$ cat src/sv/text_console_char_writer_unit_macros.svh
// assertion macros shared by the console writer modules
`ifndef TEXT_CONSOLE_CHAR_WRITER_UNIT_MACROS_SVH
`define TEXT_CONSOLE_CHAR_WRITER_UNIT_MACROS_SVH

`ifndef ASSERT_OFF

// plain property, checked every clock outside reset
`define TCW_ASSERT(name, clk, rst, prop, msg) \
  name: assert property (@(posedge clk) disable iff (rst) (prop)) else $error(msg);

// same-cycle implication
`define TCW_ASSERT_IMPLY(name, clk, rst, ante, cons, msg) \
  name: assert property (@(posedge clk) disable iff (rst) (ante) |-> (cons)) else $error(msg);

// next-cycle implication
`define TCW_ASSERT_NEXT(name, clk, rst, ante, cons, msg) \
  name: assert property (@(posedge clk) disable iff (rst) (ante) |=> (cons)) else $error(msg);

`else

`define TCW_ASSERT(name, clk, rst, prop, msg)
`define TCW_ASSERT_IMPLY(name, clk, rst, ante, cons, msg)
`define TCW_ASSERT_NEXT(name, clk, rst, ante, cons, msg)

`endif

`endif

$ cat src/sv/tcw_pkg.sv
// shared constants and controller/datapath interface types of the console writer
`default_nettype none

package tcw_pkg;

  // default screen geometry
  localparam int COLS_DEF = 80;
  localparam int ROWS_DEF = 25;

  // control characters
  localparam logic [7:0] CH_NUL   = 8'd0;
  localparam logic [7:0] CH_TAB   = 8'd9;
  localparam logic [7:0] CH_LF    = 8'd10;
  localparam logic [7:0] CH_CR    = 8'd13;
  localparam logic [7:0] CH_SPACE = 8'd32;

  // cell and attribute reset values
  localparam logic [15:0] BLANK_CELL = 16'h0720;
  localparam logic [7:0]  ATTR_RESET = 8'd7;

  // configuration register indexes
  localparam logic REG_CHAR_ATTR = 1'b0;
  localparam logic REG_FILL_ATTR = 1'b1;

  // request functions
  localparam logic FUNC_PUT  = 1'b0;
  localparam logic FUNC_READ = 1'b1;

  // commands from controller to datapath
  typedef struct packed {
    logic capture;   // take the request and start the cell read
    logic step;      // one put step at the cursor
    logic tab_dec;   // one tab space consumed
    logic cnt_clr;   // sweep counter to zero
    logic cnt_inc;   // sweep counter advance
    logic clr_wr;    // write a blank at the sweep counter
    logic mv_rd;     // read the cell one row below the sweep counter
    logic fill_wr;   // write a fill blank into the bottom row
    logic out_load;  // load the result register
  } tcw_cmd_t;

  // status from datapath to controller
  typedef struct packed {
    logic is_read;
    logic tab_more;
    logic step_scroll;
    logic clr_last;
    logic mv_last;
    logic fill_last;
  } tcw_stat_t;

endpackage

`default_nettype wire

$ cat src/sv/tcw_ctrl.sv
// sequencing state machine of the console writer
`default_nettype none
`include "text_console_char_writer_unit_macros.svh"

module tcw_ctrl (
  input  logic                clk,
  input  logic                rst,
  input  logic                in_valid,
  output logic                in_ready,
  output logic                out_valid,
  input  logic                out_ready,
  input  tcw_pkg::tcw_stat_t  stat,
  output tcw_pkg::tcw_cmd_t   cmd
);
  import tcw_pkg::*;

  localparam logic [2:0] S_CLEAR  = 3'd0;
  localparam logic [2:0] S_IDLE   = 3'd1;
  localparam logic [2:0] S_EXEC   = 3'd2;
  localparam logic [2:0] S_SHIFT  = 3'd3;
  localparam logic [2:0] S_MVTAIL = 3'd4;
  localparam logic [2:0] S_FILL   = 3'd5;
  localparam logic [2:0] S_FINISH = 3'd6;

  logic [2:0] state;
  logic [2:0] state_next;
  logic       out_free;

  assign out_free = !out_valid || out_ready;
  assign in_ready = (state == S_IDLE);

  // next state and commands
  always_comb begin
    cmd        = '0;
    state_next = state;
    unique case (state)
      S_CLEAR: begin
        cmd.clr_wr = 1'b1;
        if (stat.clr_last) begin
          cmd.cnt_clr = 1'b1;
          state_next  = S_IDLE;
        end else begin
          cmd.cnt_inc = 1'b1;
        end
      end
      S_IDLE: begin
        if (in_valid) begin
          cmd.capture = 1'b1;
          state_next  = S_EXEC;
        end
      end
      S_EXEC: begin
        if (stat.is_read) begin
          if (out_free) begin
            cmd.out_load = 1'b1;
            state_next   = S_IDLE;
          end else begin
            state_next = S_FINISH;
          end
        end else begin
          cmd.step = 1'b1;
          if (stat.step_scroll) begin
            cmd.cnt_clr = 1'b1;
            state_next  = S_SHIFT;
          end else if (stat.tab_more) begin
            cmd.tab_dec = 1'b1;
          end else if (out_free) begin
            cmd.out_load = 1'b1;
            state_next   = S_IDLE;
          end else begin
            state_next = S_FINISH;
          end
        end
      end
      S_SHIFT: begin
        cmd.mv_rd = 1'b1;
        if (stat.mv_last) begin
          cmd.cnt_clr = 1'b1;
          state_next  = S_MVTAIL;
        end else begin
          cmd.cnt_inc = 1'b1;
        end
      end
      S_MVTAIL: begin
        // datapath writes the last moved cell here
        state_next = S_FILL;
      end
      S_FILL: begin
        cmd.fill_wr = 1'b1;
        if (stat.fill_last) begin
          cmd.cnt_clr = 1'b1;
          if (stat.tab_more) begin
            cmd.tab_dec = 1'b1;
            state_next  = S_EXEC;
          end else begin
            state_next = S_FINISH;
          end
        end else begin
          cmd.cnt_inc = 1'b1;
        end
      end
      S_FINISH: begin
        if (out_free) begin
          cmd.out_load = 1'b1;
          state_next   = S_IDLE;
        end
      end
      default: begin
        state_next = S_CLEAR;
      end
    endcase
  end

  // state and result valid
  always_ff @(posedge clk) begin
    if (rst) begin
      state     <= S_CLEAR;
      out_valid <= 1'b0;
    end else begin
      state <= state_next;
      if (cmd.out_load) begin
        out_valid <= 1'b1;
      end else if (out_ready) begin
        out_valid <= 1'b0;
      end
    end
  end

  `TCW_ASSERT_NEXT(a_accept_exec, clk, rst, in_valid && in_ready, state == S_EXEC, "accepted request did not start")
  `TCW_ASSERT_IMPLY(a_load_free, clk, rst, cmd.out_load, !out_valid || out_ready, "result register overwritten")
  `TCW_ASSERT_IMPLY(a_result_src, clk, rst, $rose(out_valid), $past(state) == S_EXEC || $past(state) == S_FINISH, "result raised from wrong state")

endmodule

`default_nettype wire

$ cat config.mk
export PLATFORM = sky130hd
export DESIGN_NAME = tcw_ctrl
export DESIGN_NICKNAME = d
export VERILOG_FILES = /design/src/sv/tcw_pkg.sv /design/src/sv/tcw_ctrl.sv
export VERILOG_INCLUDE_DIRS = /design/src /design/src/sv
export SDC_FILE = /design/constraint.sdc
export NUM_CORES = 1
export LEC_CHECK = 0
export ABC_AREA = 0
export BUFFER_PORTS_ARGS = -buffer_cell sky130_fd_sc_hd__buf_2
export CAP_MARGIN = 20
export CORE_AREA = 2 2 39 41
export DETAILED_ROUTE_END_ITERATION = 16
export DIE_AREA = 0 0 41 43
export GPL_ROUTABILITY_DRIVEN = 0
export PLACE_DENSITY = 0.7
export SLEW_MARGIN = 25
export SYNTH_ARGS = -nofsm -noshare
export SYNTH_HDL_FRONTEND = slang
export SYNTH_SLANG_ARGS = --single-unit
$ cat constraint.sdc
create_clock -name clk -period 1.6 [get_ports clk]
set_input_delay 0.08 -clock clk [delete_from_list [all_inputs] [get_ports clk]]
set_output_delay 0.08 -clock clk [all_outputs]
set_load 0.1 [all_outputs]
==> results.toml <==
[route]
drt-total-wl_um = 1391
wl_per_cell_um = 14.19
drc = 0
num_vias = 540
first_pass_iters = 4
vias_per_cell = 5.510
ant_nets = 0
drt_iter0_drc = 10

[synthesis]
ys_types = 35
syn_inst = 55
syn_area_per_cell_um2 = 8.576
synthAdderAreaFrac_pct = 0
synth_fp_nets = 65
synthXorXnorAreaFrac_pct = 0
synth-seq-cells = 4
ys.warnings.count = 0
synth_edf_count = 0
synth_top_family_by_area = "simple AND/OR/NAND/NOR gates"
synth_compound_area_share_pct = 26.79
synth-simple-area-share_pct = 48.81
async_flop_share_pct = 0
synth_ff_type = "dfxtp_1"
yosysSeqAreaShare_pct = 16.98
netlist_area_um2 = 471.7
synth_mux_area_share_pct = 0

[global_route]
grt_usage_pct = 18.91
grt_overflow = 0
grt_max_degree = 14
first_global_vias = 538
grt_pass1_wl_um = 2318
antenna_found_initial = 0

[timing]
clock_skew_ns = 0.008856
finalHoldViolations = 0
worstMarginPinSlew_ns = 0.4841
period_share_pct = 97.26
finalCriticalPeriod_ns = 1.556
rsz0062_at_grt = "yes"
fmax_ghz = 0.6426
fin_tns_setup_ns = 0
hold_slack_ns = 0.06595
final_max_slew_viol_count = 0
finalSetupViolCount = 0
slew-limit-headroom_pct = 67.95

[critical_path]
r2r_end = "state[1]$_SDFFE_PP0P_"
crit_arrival_ns = 1.48
endpoint_kind = "primary output"
required_ns = 1.52
critPathLaunchType = "flop"
ff2ff_setup_slack_ns = 0.10
path_max_fanout = 13
timing.rr.start = "state[2]$_SDFFE_PP0P_"
worstSetupPathType = "reg2out"
reg2regPathDepth = 4

[final_layout]
areaGrowthSynthToFinish_pct = 85.15
multi_input_area_um2 = 425.4
diodes = 0
seq_area_um2 = 90.09
layout-drive-gt1-share_pct = 65.85
n_fill_cell = 115
fin_nets = 94

[placed_design]
dp_hpwl_um = 1187
io_buffers = 20

[floorplan]
dieArea_um2 = 1763
die_w_um = 41
core.rowCount = 14
pin_count = 21
fp.coreArea_um2 = 1384
die_height_um = 43
start_util_pct = 34.09

[hold_path]
hp-start = "rst"
hold_path_depth = 2
whs_endpoint = "state[1]$_SDFFE_PP0P_"
holdCritPathClass = "in2reg"

[clock_network]
tritoncts = "built"
clk_latency_ns = 0.23
root_buffer = "clkbuf_4"
htreeDepth = 1
ctsHoldBuffers = 0
max-clock-path-buffers = 2
clk_transition_reported_paths_ns = 0.04
cts.sinks = 4
cts_made_buffers = 3

[run]
cap_viol_max_count = 0

[run_status]
outcome = "finished, final reports clean"
==> Yosys cell counts, drive strengths merged (2+ instances only) <==
cell type	instances	area, um2
inv	2	7.500
nand2b	3	18.77
a31oi	4	25.02
dfxtp	4	80.08
nand3b	2	15.01
nor4b	2	38.78
nor2b	4	25.02
nor2	3	11.26
buf	3	23.77
nand2	2	7.510
and4bb	2	25.02
o21ai	2	10.01
a21oi	2	10.01
nor3	3	31.28
and2	3	18.77
nor3b	2	20.02
==> sequential cells by signal (all words and copies together), names as in the netlist <==
signal	flops
out_valid	1
state	3
==> cell usage in the layout, fill, tap and decap left out, types with 3 or more instances in the layout <==
master and n:
buf_2 11, nor2_1 3, nor2b_1 3, clkbuf_4 3, buf_12 10, nand2b_1 3, buf_4 7, a31oi_1 4
==> layer usage <==
layer	vias to the layer above	track usage, %	part of all wire (%)
li1	266	-	-
met4	0	4.667	0
met1	257	25.57	46
met5	-	0	0
met3	0	4.712	5.1
met2	17	29.06	49
==> cell families after synthesis <==
| kind of cell | count (synthesis) |
|---|---|
| simple gates | 28 |
| buf+inv | 6 |
| flops | 4 |
| compound gates | 17 |
==> critical path, cell delays in order (launching register included) <==
cell and delay [ns]:
dfxtp_4 0.39, nor4b_4 0.35, nand3b_1 0.20, o21ai_4 0.11
buf_12 0.19
==> timing repair <==
action / in CTS / in global routing
endpoints found under the hold margin: 0 / 0
setup buffers: 1 / 0
pin swaps: 1 / 1
gates cloned: 0 / 0
setup endpoints to repair: 3 / 3
gates resized for setup: 5 / 2
==> per-stage QoR <==
step	utilization [%]	instance area, um2	cells	setup WS, ns
4_1_cts	62.57	865.8	98	0.01618
3_3_place_gp	59.67	825.8	94	0.1483
2_1_floorplan	-	535.5	55	-0.7123
3_5_place_dp	59.67	825.8	94	0.05076
5_1_grt	63.11	873.3	98	-0.006687
6_report	63.11	873.3	98	0.04387
==> worst max-delay path by stage <==
stage	cells after the start	start	endpoint	slack (ns)
after floorplan	4	state[0]$_SDFFE_PP0P_	cmd[6]	-0.71
after global placement	4	state[1]$_SDFFE_PP0P_	state[1]$_SDFFE_PP0P_	0.15
after detailed placement	4	state[1]$_SDFFE_PP0P_	state[1]$_SDFFE_PP0P_	0.05
after CTS	6	state[1]$_SDFFE_PP0P_	cmd[6]	0.02
after global routing	6	state[1]$_SDFFE_PP0P_	cmd[6]	-0.007
final	4	state[2]$_SDFFE_PP0P_	cmd[6]	0.04
==> cell type report <==
type                    instances  area share, %
inverters                       2         0.8596
clock buffers                   3          2.579
flip-flops and latches          4          10.32
well taps                      16          2.292
multi-input cells              45          48.71
repair buffers                 28          35.24
Power is left out: the tool's default activity adds up to more than one toggle a clock period on the data nets, which glitch-free logic cannot reach.
